## src/design/bglf_pkg.sv

```systemverilog
`default_nettype none
package bglf_pkg;

  localparam int unsigned CntW = 16;
  localparam int unsigned CfgIdxW = 2;

  typedef logic [CntW-1:0] cnt_t;
  typedef logic [1:0] phase_t;
  typedef logic [1:0] led_t;
  typedef logic [CfgIdxW-1:0] cfg_idx_t;

  typedef enum logic [1:0] {
    GEST_NONE   = 2'd0,
    GEST_LONG   = 2'd1,
    GEST_SHORT  = 2'd2,
    GEST_DOUBLE = 2'd3
  } gesture_t;

  localparam cfg_idx_t CFG_SHORT_INTERVAL = 2'd0;
  localparam cfg_idx_t CFG_LONG_INTERVAL  = 2'd1;
  localparam cfg_idx_t CFG_PRESS_WINDOW   = 2'd2;

  localparam phase_t PHASE_IDLE = 2'd0;
  localparam phase_t PHASE_HELD_AGAIN = 2'd3;
  localparam phase_t PHASE_RELEASED = 2'd2;

  localparam logic CMD_TICK = 1'b0;
  localparam logic CMD_EDGE = 1'b1;

  localparam led_t LED_NONE  = 2'b00;
  localparam led_t LED_RED   = 2'b01;
  localparam led_t LED_GREEN = 2'b10;
  localparam led_t LED_BOTH  = 2'b11;

  localparam cnt_t SHORT_INTERVAL_RST = 16'd30;
  localparam cnt_t LONG_INTERVAL_RST  = 16'd90;
  localparam cnt_t PRESS_WINDOW_RST   = 16'd60;

  typedef struct packed {
    cnt_t short_interval;
    cnt_t long_interval;
    cnt_t press_window;
  } cfg_regs_t;

  typedef struct packed {
    led_t     leds;
    gesture_t gesture;
    phase_t   phase;
  } result_t;

endpackage
`default_nettype wire

```

## src/design/bglf_in_if.sv

```systemverilog
`default_nettype none
interface bglf_in_if;
  logic valid;
  logic ready;
  logic cmd;
  logic edge_rising;

  modport source (output valid, output cmd, output edge_rising, input ready);
  modport sink (input valid, input cmd, input edge_rising, output ready);
endinterface
`default_nettype wire

```

## src/design/bglf_out_if.sv

```systemverilog
`default_nettype none
interface bglf_out_if;
  logic       valid;
  logic       ready;
  logic       red_led;
  logic       green_led;
  logic [1:0] gesture;
  logic [1:0] tracker_phase;

  modport source (output valid, output red_led, output green_led, output gesture,
                  output tracker_phase, input ready);
  modport sink (input valid, input red_led, input green_led, input gesture,
                input tracker_phase, output ready);
endinterface
`default_nettype wire

```

## src/design/bglf_cfg_if.sv

```systemverilog
`default_nettype none
interface bglf_cfg_if;
  logic        valid;
  logic        ready;
  logic [1:0]  index;
  logic [15:0] data;

  modport source (output valid, output index, output data, input ready);
  modport sink (input valid, input index, input data, output ready);
endinterface
`default_nettype wire

```

## src/design/bglf_cfg_regs.sv

```systemverilog
`default_nettype none
module bglf_cfg_regs
  import bglf_pkg::*;
(
  input  wire logic      clk,
  input  wire logic      rst_n,
  input  wire logic      wr_en,
  input  wire cfg_idx_t  wr_index,
  input  wire cnt_t      wr_data,
  output cfg_regs_t      cfg
);

  cfg_regs_t cfg_r;
  cfg_regs_t cfg_nxt;

  always_comb begin
    cfg_nxt = cfg_r;
    if (wr_en) begin
      unique case (wr_index)
        CFG_SHORT_INTERVAL: cfg_nxt.short_interval = wr_data;
        CFG_LONG_INTERVAL:  cfg_nxt.long_interval  = wr_data;
        CFG_PRESS_WINDOW:   cfg_nxt.press_window   = wr_data;
        default:            cfg_nxt = cfg_r;
      endcase
    end
  end

  always_ff @(posedge clk) begin
    if (!rst_n) begin
      cfg_r.short_interval <= SHORT_INTERVAL_RST;
      cfg_r.long_interval  <= LONG_INTERVAL_RST;
      cfg_r.press_window   <= PRESS_WINDOW_RST;
    end else begin
      cfg_r <= cfg_nxt;
    end
  end

  assign cfg = cfg_r;

endmodule
`default_nettype wire

```

## src/design/bglf_tracker.sv

```systemverilog
`default_nettype none
module bglf_tracker
  import bglf_pkg::*;
(
  input  wire logic      clk,
  input  wire logic      rst_n,
  input  wire logic      fire,
  input  wire logic      cmd,
  input  wire logic      edge_rising,
  input  wire cfg_regs_t cfg,
  output result_t        res
);

  phase_t phase_r, phase_nxt;
  cnt_t   timeout_r, timeout_nxt;
  led_t   mask_r, mask_nxt;
  cnt_t   flash_left_r, flash_left_nxt;
  cnt_t   period_r, period_nxt;
  led_t   leds_r, leds_nxt;
  gesture_t gesture;
  cnt_t   flash_dec;
  cnt_t   timeout_dec;

  always_comb begin
    phase_nxt      = phase_r;
    timeout_nxt    = timeout_r;
    mask_nxt       = mask_r;
    flash_left_nxt = flash_left_r;
    period_nxt     = period_r;
    leds_nxt       = leds_r;
    gesture        = GEST_NONE;
    flash_dec      = flash_left_r - cnt_t'(1);
    timeout_dec    = timeout_r - cnt_t'(1);
    if (cmd == CMD_EDGE) begin
      // even phases want a press, odd phases a release
      if (edge_rising == phase_r[0]) begin
        if (phase_r == PHASE_HELD_AGAIN) begin
          mask_nxt       = LED_BOTH;
          period_nxt     = cfg.short_interval;
          flash_left_nxt = cfg.short_interval;
          leds_nxt       = (leds_r | LED_GREEN) & ~LED_RED;
          phase_nxt      = PHASE_IDLE;
          timeout_nxt    = '0;
          gesture        = GEST_DOUBLE;
        end else begin
          phase_nxt   = phase_r + phase_t'(1);
          timeout_nxt = cfg.press_window;
        end
      end
    end else begin
      flash_left_nxt = flash_dec;
      if (flash_dec == '0) begin
        leds_nxt       = leds_r ^ mask_r;
        flash_left_nxt = period_r;
      end
      if (timeout_r != '0) begin
        timeout_nxt = timeout_dec;
        if (timeout_dec == '0) begin
          if (phase_r[0]) begin
            mask_nxt       = LED_GREEN;
            period_nxt     = cfg.long_interval;
            flash_left_nxt = cfg.long_interval;
            leds_nxt       = LED_NONE;
            gesture        = GEST_LONG;
          end else if (phase_r == PHASE_RELEASED) begin
            mask_nxt       = LED_RED;
            period_nxt     = cfg.short_interval;
            flash_left_nxt = cfg.short_interval;
            leds_nxt       = leds_nxt & ~LED_GREEN;
            gesture        = GEST_SHORT;
          end
          phase_nxt = PHASE_IDLE;
        end
      end
    end
  end

  always_ff @(posedge clk) begin
    if (!rst_n) begin
      phase_r      <= PHASE_IDLE;
      timeout_r    <= '0;
      mask_r       <= LED_GREEN;
      flash_left_r <= LONG_INTERVAL_RST;
      period_r     <= LONG_INTERVAL_RST;
      leds_r       <= LED_NONE;
    end else if (fire) begin
      phase_r      <= phase_nxt;
      timeout_r    <= timeout_nxt;
      mask_r       <= mask_nxt;
      flash_left_r <= flash_left_nxt;
      period_r     <= period_nxt;
      leds_r       <= leds_nxt;
    end
  end

  assign res.leds    = leds_nxt;
  assign res.gesture = gesture;
  assign res.phase   = phase_nxt;

endmodule
`default_nettype wire

```

## src/design/button_gesture_led_flasher_core.sv

```systemverilog
`default_nettype none
// an input transaction is registered in the input register, then in the result register, which drives result valid
// throughput: one transaction per cycle while the result is taken, input register feeds result register
// a stalled result register holds while an empty input register takes the next item
// reset (rst_n low, synchronous): pipeline empty, tracker idle, green flash mask,
// flash countdown 90, leds off, interval registers back to 30, 90 and 60
module button_gesture_led_flasher_core
  import bglf_pkg::*;
(
  input  wire logic clk,
  input  wire logic rst_n,
  bglf_in_if.sink   in_if,
  bglf_out_if.source out_if,
  bglf_cfg_if.sink  cfg_if
);

  logic      s1_valid_r;
  logic      s1_cmd_r;
  logic      s1_rise_r;
  logic      out_valid_r;
  result_t   out_res_r;
  logic      advance;
  cfg_regs_t cfg;
  result_t   res;

  assign advance      = s1_valid_r && (!out_valid_r || out_if.ready);
  assign in_if.ready  = !s1_valid_r || advance;
  assign cfg_if.ready = 1'b1;

  bglf_cfg_regs u_cfg (
    .clk      (clk),
    .rst_n    (rst_n),
    .wr_en    (cfg_if.valid),
    .wr_index (cfg_if.index),
    .wr_data  (cfg_if.data),
    .cfg      (cfg)
  );

  bglf_tracker u_trk (
    .clk         (clk),
    .rst_n       (rst_n),
    .fire        (advance),
    .cmd         (s1_cmd_r),
    .edge_rising (s1_rise_r),
    .cfg         (cfg),
    .res         (res)
  );

  always_ff @(posedge clk) begin
    if (!rst_n) begin
      s1_valid_r  <= 1'b0;
      out_valid_r <= 1'b0;
    end else begin
      if (in_if.ready) begin
        s1_valid_r <= in_if.valid;
      end
      if (advance) begin
        out_valid_r <= 1'b1;
      end else if (out_if.ready) begin
        out_valid_r <= 1'b0;
      end
    end
  end

  always_ff @(posedge clk) begin
    if (in_if.ready && in_if.valid) begin
      s1_cmd_r  <= in_if.cmd;
      s1_rise_r <= in_if.edge_rising;
    end
    if (advance) begin
      out_res_r <= res;
    end
  end

  assign out_if.valid         = out_valid_r;
  assign out_if.red_led       = out_res_r.leds[0];
  assign out_if.green_led     = out_res_r.leds[1];
  assign out_if.gesture       = out_res_r.gesture;
  assign out_if.tracker_phase = out_res_r.phase;

endmodule
`default_nettype wire

```

## src/flat_wrapper.sv

```systemverilog
// flat-port wrapper written by rule: the top's interface ports become plain ports
module button_gesture_led_flasher_core_flat import bglf_pkg::*;
  (clk, rst_n, in_if_valid, in_if_cmd, in_if_edge_rising, in_if_ready, out_if_valid, out_if_red_led, out_if_green_led, out_if_gesture, out_if_tracker_phase, out_if_ready, cfg_if_valid, cfg_if_index, cfg_if_data, cfg_if_ready);
  bglf_in_if in_if_i ();
  bglf_out_if out_if_i ();
  bglf_cfg_if cfg_if_i ();
  input  wire logic clk;
  input  wire logic rst_n;
  input wire logic [$bits(in_if_i.valid)-1:0] in_if_valid;
  input wire logic [$bits(in_if_i.cmd)-1:0] in_if_cmd;
  input wire logic [$bits(in_if_i.edge_rising)-1:0] in_if_edge_rising;
  output wire logic [$bits(in_if_i.ready)-1:0] in_if_ready;
  output wire logic [$bits(out_if_i.valid)-1:0] out_if_valid;
  output wire logic [$bits(out_if_i.red_led)-1:0] out_if_red_led;
  output wire logic [$bits(out_if_i.green_led)-1:0] out_if_green_led;
  output wire logic [$bits(out_if_i.gesture)-1:0] out_if_gesture;
  output wire logic [$bits(out_if_i.tracker_phase)-1:0] out_if_tracker_phase;
  input wire logic [$bits(out_if_i.ready)-1:0] out_if_ready;
  input wire logic [$bits(cfg_if_i.valid)-1:0] cfg_if_valid;
  input wire logic [$bits(cfg_if_i.index)-1:0] cfg_if_index;
  input wire logic [$bits(cfg_if_i.data)-1:0] cfg_if_data;
  output wire logic [$bits(cfg_if_i.ready)-1:0] cfg_if_ready;
  assign in_if_i.valid = in_if_valid;
  assign in_if_i.cmd = in_if_cmd;
  assign in_if_i.edge_rising = in_if_edge_rising;
  assign in_if_ready = in_if_i.ready;
  assign out_if_valid = out_if_i.valid;
  assign out_if_red_led = out_if_i.red_led;
  assign out_if_green_led = out_if_i.green_led;
  assign out_if_gesture = out_if_i.gesture;
  assign out_if_tracker_phase = out_if_i.tracker_phase;
  assign out_if_i.ready = out_if_ready;
  assign cfg_if_i.valid = cfg_if_valid;
  assign cfg_if_i.index = cfg_if_index;
  assign cfg_if_i.data = cfg_if_data;
  assign cfg_if_ready = cfg_if_i.ready;
  button_gesture_led_flasher_core u_core (.clk(clk), .rst_n(rst_n), .in_if(in_if_i), .out_if(out_if_i), .cfg_if(cfg_if_i));
endmodule
```

## config.mk

```make
export PLATFORM = sky130hd
export DESIGN_NAME = button_gesture_led_flasher_core_flat
export DESIGN_NICKNAME = d
export VERILOG_FILES = /design/src/design/bglf_pkg.sv /design/src/design/bglf_in_if.sv /design/src/design/bglf_out_if.sv /design/src/design/bglf_cfg_if.sv /design/src/design/bglf_cfg_regs.sv /design/src/design/bglf_tracker.sv /design/src/design/button_gesture_led_flasher_core.sv /design/src/flat_wrapper.sv
export SDC_FILE = /design/constraint.sdc
export NUM_CORES = 1
export LEC_CHECK = 0
export BUFFER_PORTS_ARGS = -buffer_cell sky130_fd_sc_hd__buf_2
export CELL_PAD_IN_SITES_DETAIL_PLACEMENT = 1
export CELL_PAD_IN_SITES_GLOBAL_PLACEMENT = 2
export CORE_ASPECT_RATIO = 1.5
export CORE_MARGIN = 2
export CORE_UTILIZATION = 34
export CTS_BUF_LIST = sky130_fd_sc_hd__clkbuf_8
export DETAILED_ROUTE_END_ITERATION = 8
export GPL_TIMING_DRIVEN = 1
export PLACE_DENSITY_LB_ADDON = 0.1
export RECOVER_POWER = 100
export SKIP_CTS_REPAIR_TIMING = 1
export SLEW_MARGIN = 40
export SYNTH_ARGS = -nofsm -noshare
export SYNTH_HDL_FRONTEND = slang
export SYNTH_HIERARCHICAL = 1
export SYNTH_SLANG_ARGS = --single-unit
```

## constraint.sdc

```tcl
create_clock -name clk -period 3.3 [get_ports clk]
set_input_delay 0.165 -clock clk [delete_from_list [all_inputs] [get_ports clk]]
set_output_delay 0.165 -clock clk [all_outputs]
set_load 0.02 [all_outputs]
```

## Word-level counts from Yosys, hierarchy flattened

Index checks and enable logic that the tools add are counted.

| cells by class | value |
|---|---|
| add/subtract/negate cells | 3 |
| eq/ne operators | 7 |
| muxes and demuxes | 46 |
| bitwise gates (word level) | 1 |
| reductions and logical operators | 20 |

Operator list:

| cell | number |
|---|---|
| 16-bit 2-to-1 mux | 17 |
| 2-bit 2-to-1 mux | 27 |
| 16-bit logical NOT | 2 |
| 16-bit by 1-bit subtractor with 16-bit output (second input constant) | 2 |
| 16-bit nonzero test | 1 |
| 2-bit equality test (second input constant) | 3 |
| 2-bit AND reduction | 3 |
| 3-bit AND reduction | 2 |
| 6-bit AND reduction | 1 |
| 2-bit nonzero test | 3 |
| 2-bit != test (second input constant) | 2 |
| 3-bit nonzero test | 1 |
| 2-bit by 1-bit adder with 2-bit output (second input constant) | 1 |
| 2-bit by 1-bit equality test with 1-bit output (second input constant) | 1 |
| 1-bit logical AND | 2 |
| 1-bit logical NOT | 2 |
| 2-bit logical NOT | 1 |
| 1-bit logical OR | 2 |
| 1-bit 2-to-1 mux | 2 |
| 2-bit bitwise XOR | 1 |
| 1-bit equality test | 1 |

| word-level totals | value |
|---|---|
| register bits | 112 |
| output and inout bits | 9 |

## Longest topological paths before layout

| logic depth | value |
|---|---|
| depth after elaboration | 8 |
| gate-level depth with buffers | 11 |
| mapped depth without buffers | 9 |

## Hierarchy

The synthesis kept the hierarchy.

By module, submodules not included:

| module | instances | cells each | area each (µm²) | sequential area each (µm²) |
|---|---|---|---|---|
| bglf_tracker | 1 | 552 | 4038.9 | 1081.0 |
| bglf_cfg_regs | 1 | 181 | 1871.8 | 960.9 |
| button_gesture_led_flasher_core | 1 | 19 | 355.3 | 280.3 |

## Least setup slack after synthesis

No wires, ideal clock.

| timing path | value |
|---|---|
| path kind | flip-flop to flip-flop |
| from | register u_core.u_trk.flash_left_r[0] |
| to | register u_core.out_res_r, in the netlist u_core/out_if.red_led (data pin) |
| library setup time | 254 ps |
| arrival time | 2476 ps |
| data required time | 3046 ps |
| path slack | 571 ps |
| stages on the path, launching flop included | 11 |
| buffers on the path | 1 |
| cell sequence | dfxtp_1 -> inv_1 -> ha_1 -> or4b_1 -> or4_1 -> nand4_1 -> nor4_2 -> buf_6 -> and3_1 -> nor4b_1 -> a21o_1 |

RTL lines:

| item | RTL line | text |
|---|---|---|
| start: declaration | bglf_tracker.sv:17 | `cnt_t flash_left_r, flash_left_nxt;` |
| start signal: assignment | bglf_tracker.sv:90 | `flash_left_r <= flash_left_nxt;` |
| end signal: assignment | button_gesture_led_flasher_core.sv:71 | `out_res_r <= res;` |
| end: declaration | button_gesture_led_flasher_core.sv:21 | `result_t out_res_r;` |

## Worst setup path after layout

| timing path | value |
|---|---|
| from | register u_core.u_trk.timeout_r[10] |
| to | register u_core.u_trk.timeout_r[8] |

| on the way | value |
|---|---|
| cells in the longest elaborated chain, start to end | 3 |

RTL lines:

| item | RTL line | text |
|---|---|---|
| start: declaration | bglf_tracker.sv:15 | `cnt_t timeout_r, timeout_nxt;` |
| start signal: assignment | bglf_tracker.sv:88 | `timeout_r <= timeout_nxt;` |
| 16-bit nonzero test | bglf_tracker.sv:56 | `if (timeout_r != '0) begin` |
| 2-bit nonzero test (no line) | -- |  |
| 3-bit AND reduction (no line) | -- |  |

No other way between the ends.
A chain may end at the register's enable or synchronous reset.

==> metrics.cfg <==
[logic_synthesis]
synthFlopType = dfxtp_1
synth_nets = 784
synthMuxAreaShare = 0.07668
synthCells = 752
synth_area_sq_mm = 0.006266
syn_avg_cell_area_sq_um = 8.332
yosys.area_share.simple = 0.2506
synthArstFlopShare = 0
ys_seq_area_frac = 0.3706
synthAdderAreaFrac = 0.01398
synth-seq-cells = 112
synth-xor-area-share = 0.01538
yosys_warnings = 6
ys_types = 82
synth_edf_count = 8
synth_compound_area_frac = 0.2141
synth_top_family_by_area = simple AND/OR/NAND/NOR gates

[power]
p_total_mw = 2.915
peakVddDrop_mv = 0.1905
power.internal_mw = 1.933
power_frac_clock = 0.287
leakage_nw = 2.586
p_sw_frac = 0.3368
pwr-share-comb = 0.200
switchingPower_uw = 982.1
seq_power_share = 0.513
power_density_mw_per_mm2 = 428.3

[timing]
tns_ns = 0
drv_slew = 0
rsz0062_at_grt = no
setup_violations = 0
hold_viol = 0
worst_slew_margin_rel = 0.08892
finalCritPeriodShare = 0.9460
period_needed_ns = 3.122
fin_worst_skew_ns = 0.02070
fmax_mhz = 320.3
worst_pin_slew_ns = 1.367

[grt]
grt_usage = 0.2284
grt_pass1_vias = 6014
grt_max_degree = 74
antenna_found_initial = 0
grt-ovfl-total = 0
grt_pass1_wl_um = 34190

[hold_path]
min-delay-start = cfg_if_data[1]
hold_end = u_core/u_cfg/cfg[1]$_SDFFE_PN0P_
min_path_cells = 3
hp-class = input port to flip-flop

[setup_path]
startpoint_type = flip-flop
timing.rr.start = u_core/u_trk/timeout_r[10]$_SDFFE_PN0P_
rrSetupSlack_ns = 0.18
timing.rr.end = u_core/u_trk/timeout_r[8]$_SDFFE_PN0P_
path_max_fanout = 18
worstRegToRegCells = 6
required_ns = 3.59
worst_setup_path_end_kind = flip-flop
worst-endpoint-arrival_ns = 3.41
critPathKind = flip-flop to flip-flop

[final_layout]
final_common_cell = nand2_1
layout.nets = 807
n_antenna_cell = 0
layout.cells.non_filler = 997
drive_gt1_frac = 0.1167
area_growth_pct = 8.626
final_cell_mix = nand2_1, dfxtp_1, nor2_1, mux2i_1, a21oi_1

[cts]
cts_root_buffer = clkbuf_8
worstSkewPairLatency_ns = 0.40
ctsLongestPathBuffers = 2
cts.sinks = 112
cts_tree = done
clk_pin_slew_ns = 0.12
cts_buffers = 9
cts_max_level = 3

[job]
cap_violations = 0

[floorplanning]
placementRows = 60
dieArea_sq_mm = 0.01955
core_area_sq_mm = 0.01802
io_pins = 34
start_util = 0.3478
die-width_um = 114.8
fp.dieH_um = 170.3

[placement]
place_congestion = 0.8205
numPlacedInstances = 979
dp_hpwl_um = 16370
io_buffers = 32

[route]
first_pass_iters = 4
ant_nets = 0
avgViaCountPerCell = 5.709
drt_iter0_drc = 286
vias = 5692
wl_per_cell_um = 21.79
drc = 0
drt-total-wl_um = 21730

[run_status]
status = finished clean

state kept, by name, indices dropped and copies added (netlist names):
| name | count |
|---|---|
| u_core/u_trk/timeout_r | 16 |
| u_core/out_if.gesture | 2 |
| u_core/u_trk/leds_r | 2 |
| u_core/u_trk/mask_r | 2 |
| u_core/u_cfg/cfg | 48 |
| u_core/s1_valid_r | 1 |
| u_core/u_trk/period_r | 16 |
| u_core/out_if.green_led | 1 |
| u_core/s1_rise_r | 1 |
| u_core/out_if.tracker_phase | 2 |
| u_core/s1_cmd_r | 1 |
| u_core/u_trk/flash_left_r | 16 |
| u_core/u_trk/phase_r | 2 |
| u_core/out_if.red_led | 1 |
| u_core/out_if.valid | 1 |
per-stage QoR:
stage / utilization / cell area, sq um / worst slack (ns) / hold slack [ns]
floorplan: - / 6266 / 0.5706 / 0.2639
CTS: 0.3790 / 6829 / 0.3824 / -0.07406
detailed placement: 0.3686 / 6641 / 0.4177 / 0.3529
global placement: 0.3686 / 6641 / 0.4498 / 0.3428
global route: 0.3778 / 6807 / 0.03721 / 0.02144
finish: 0.3778 / 6807 / 0.1781 / 0.03172
cells by family after synthesis:
| logic type | count (synthesis) |
|---|---|
| compound gates | 187 |
| xor+xnor | 11 |
| fa+ha+maj | 7 |
| buf+inv | 74 |
| flops | 112 |
| mux | 48 |
| other cells | 1 |
| simple gates | 312 |
layout make-up:
type                       instances  area [sq um]
fill                            2170         11210
sequential                       112          2322
tap                              217         271.5
clock buffer                       9         123.9
clock inverter                     7         63.81
timing repair buffer              64         377.9
inverter                          22         82.58
multi-input combinational        566          3565
worst max-delay path, cell delays in order (launching register included):
cell	delay, ns
dfxtp_1	0.41
or4_1	0.72
or4_1	0.62
o211ai_2	0.17
clkbuf_1	0.73
a221oi_1	0.10
a211oi_1	0.27
power by group through the flow:
stage	Clock (mW)	Sequential, mW	Combinational (mW)
after floorplan	0	1.50	0.421
after global placement	0	1.52	0.576
after detailed placement	0	1.53	0.593
after CTS	0.866	1.49	0.596
after global routing	0.925	1.51	0.644
final	0.837	1.49	0.583
worst max path at each step:
stage                                         startpoint                                        to  slack (ns)  cells after the start
6_report         u_core/u_trk/timeout_r[10]$_SDFFE_PN0P_    u_core/u_trk/timeout_r[8]$_SDFFE_PN0P_        0.18                      6
5_1_grt           u_core/u_trk/timeout_r[0]$_SDFFE_PN0P_  u_core/out_if.tracker_phase[0]$_DFFE_PP_        0.04                     11
4_1_cts           u_core/u_trk/timeout_r[0]$_SDFFE_PN0P_           u_core/out_if.red_led$_DFFE_PP_        0.38                      8
3_5_place_dp      u_core/u_trk/timeout_r[0]$_SDFFE_PN0P_           u_core/out_if.red_led$_DFFE_PP_        0.42                      8
3_3_place_gp   u_core/u_trk/flash_left_r[0]$_SDFFE_PN0P_           u_core/out_if.red_led$_DFFE_PP_        0.45                     10
2_1_floorplan  u_core/u_trk/flash_left_r[0]$_SDFFE_PN0P_           u_core/out_if.red_led$_DFFE_PP_        0.57                     10
cells in the mapped netlist (7+ instances only):
cell type / number / area (sq um)
nand2_1: 130 / 488.0
dfxtp_1: 104 / 2082
nor2_1: 57 / 214.0
mux2i_1: 48 / 480.5
a21oi_1: 32 / 160.2
clkbuf_1: 26 / 97.59
a31oi_1: 19 / 118.9
inv_1: 19 / 71.32
o21ai_0: 19 / 95.09
buf_2: 17 / 85.08
o21ai_1: 17 / 85.08
nor2b_1: 15 / 93.84
nor3_1: 15 / 75.07
nor4_1: 14 / 87.58
and3_1: 11 / 68.82
o31ai_1: 10 / 75.07
a311oi_1: 9 / 78.83
nand3_1: 9 / 45.04
and2_1: 8 / 50.05
edfxtp_1: 8 / 240.2
o211ai_1: 8 / 60.06
a21boi_0: 7 / 52.55
ha_1: 7 / 87.58
nand4_1: 7 / 43.79
o22ai_1: 7 / 43.79
or4_1: 7 / 52.55
metal layers:
layer | track usage | wire length [um] | vias up | share of wire
met1 | 0.2735 | 9374 | 2811 | 0.43
met3 | 0.02600 | 413 | 31 | 0.019
met4 | 0.08329 | 668 | 0 | 0.031
met5 | 0 | 0 | - | 0
met2 | 0.4141 | 11270 | 74 | 0.52
li1 | - | - | 2776 | -
No activity file was read; power rests on OpenSTA's default activity.
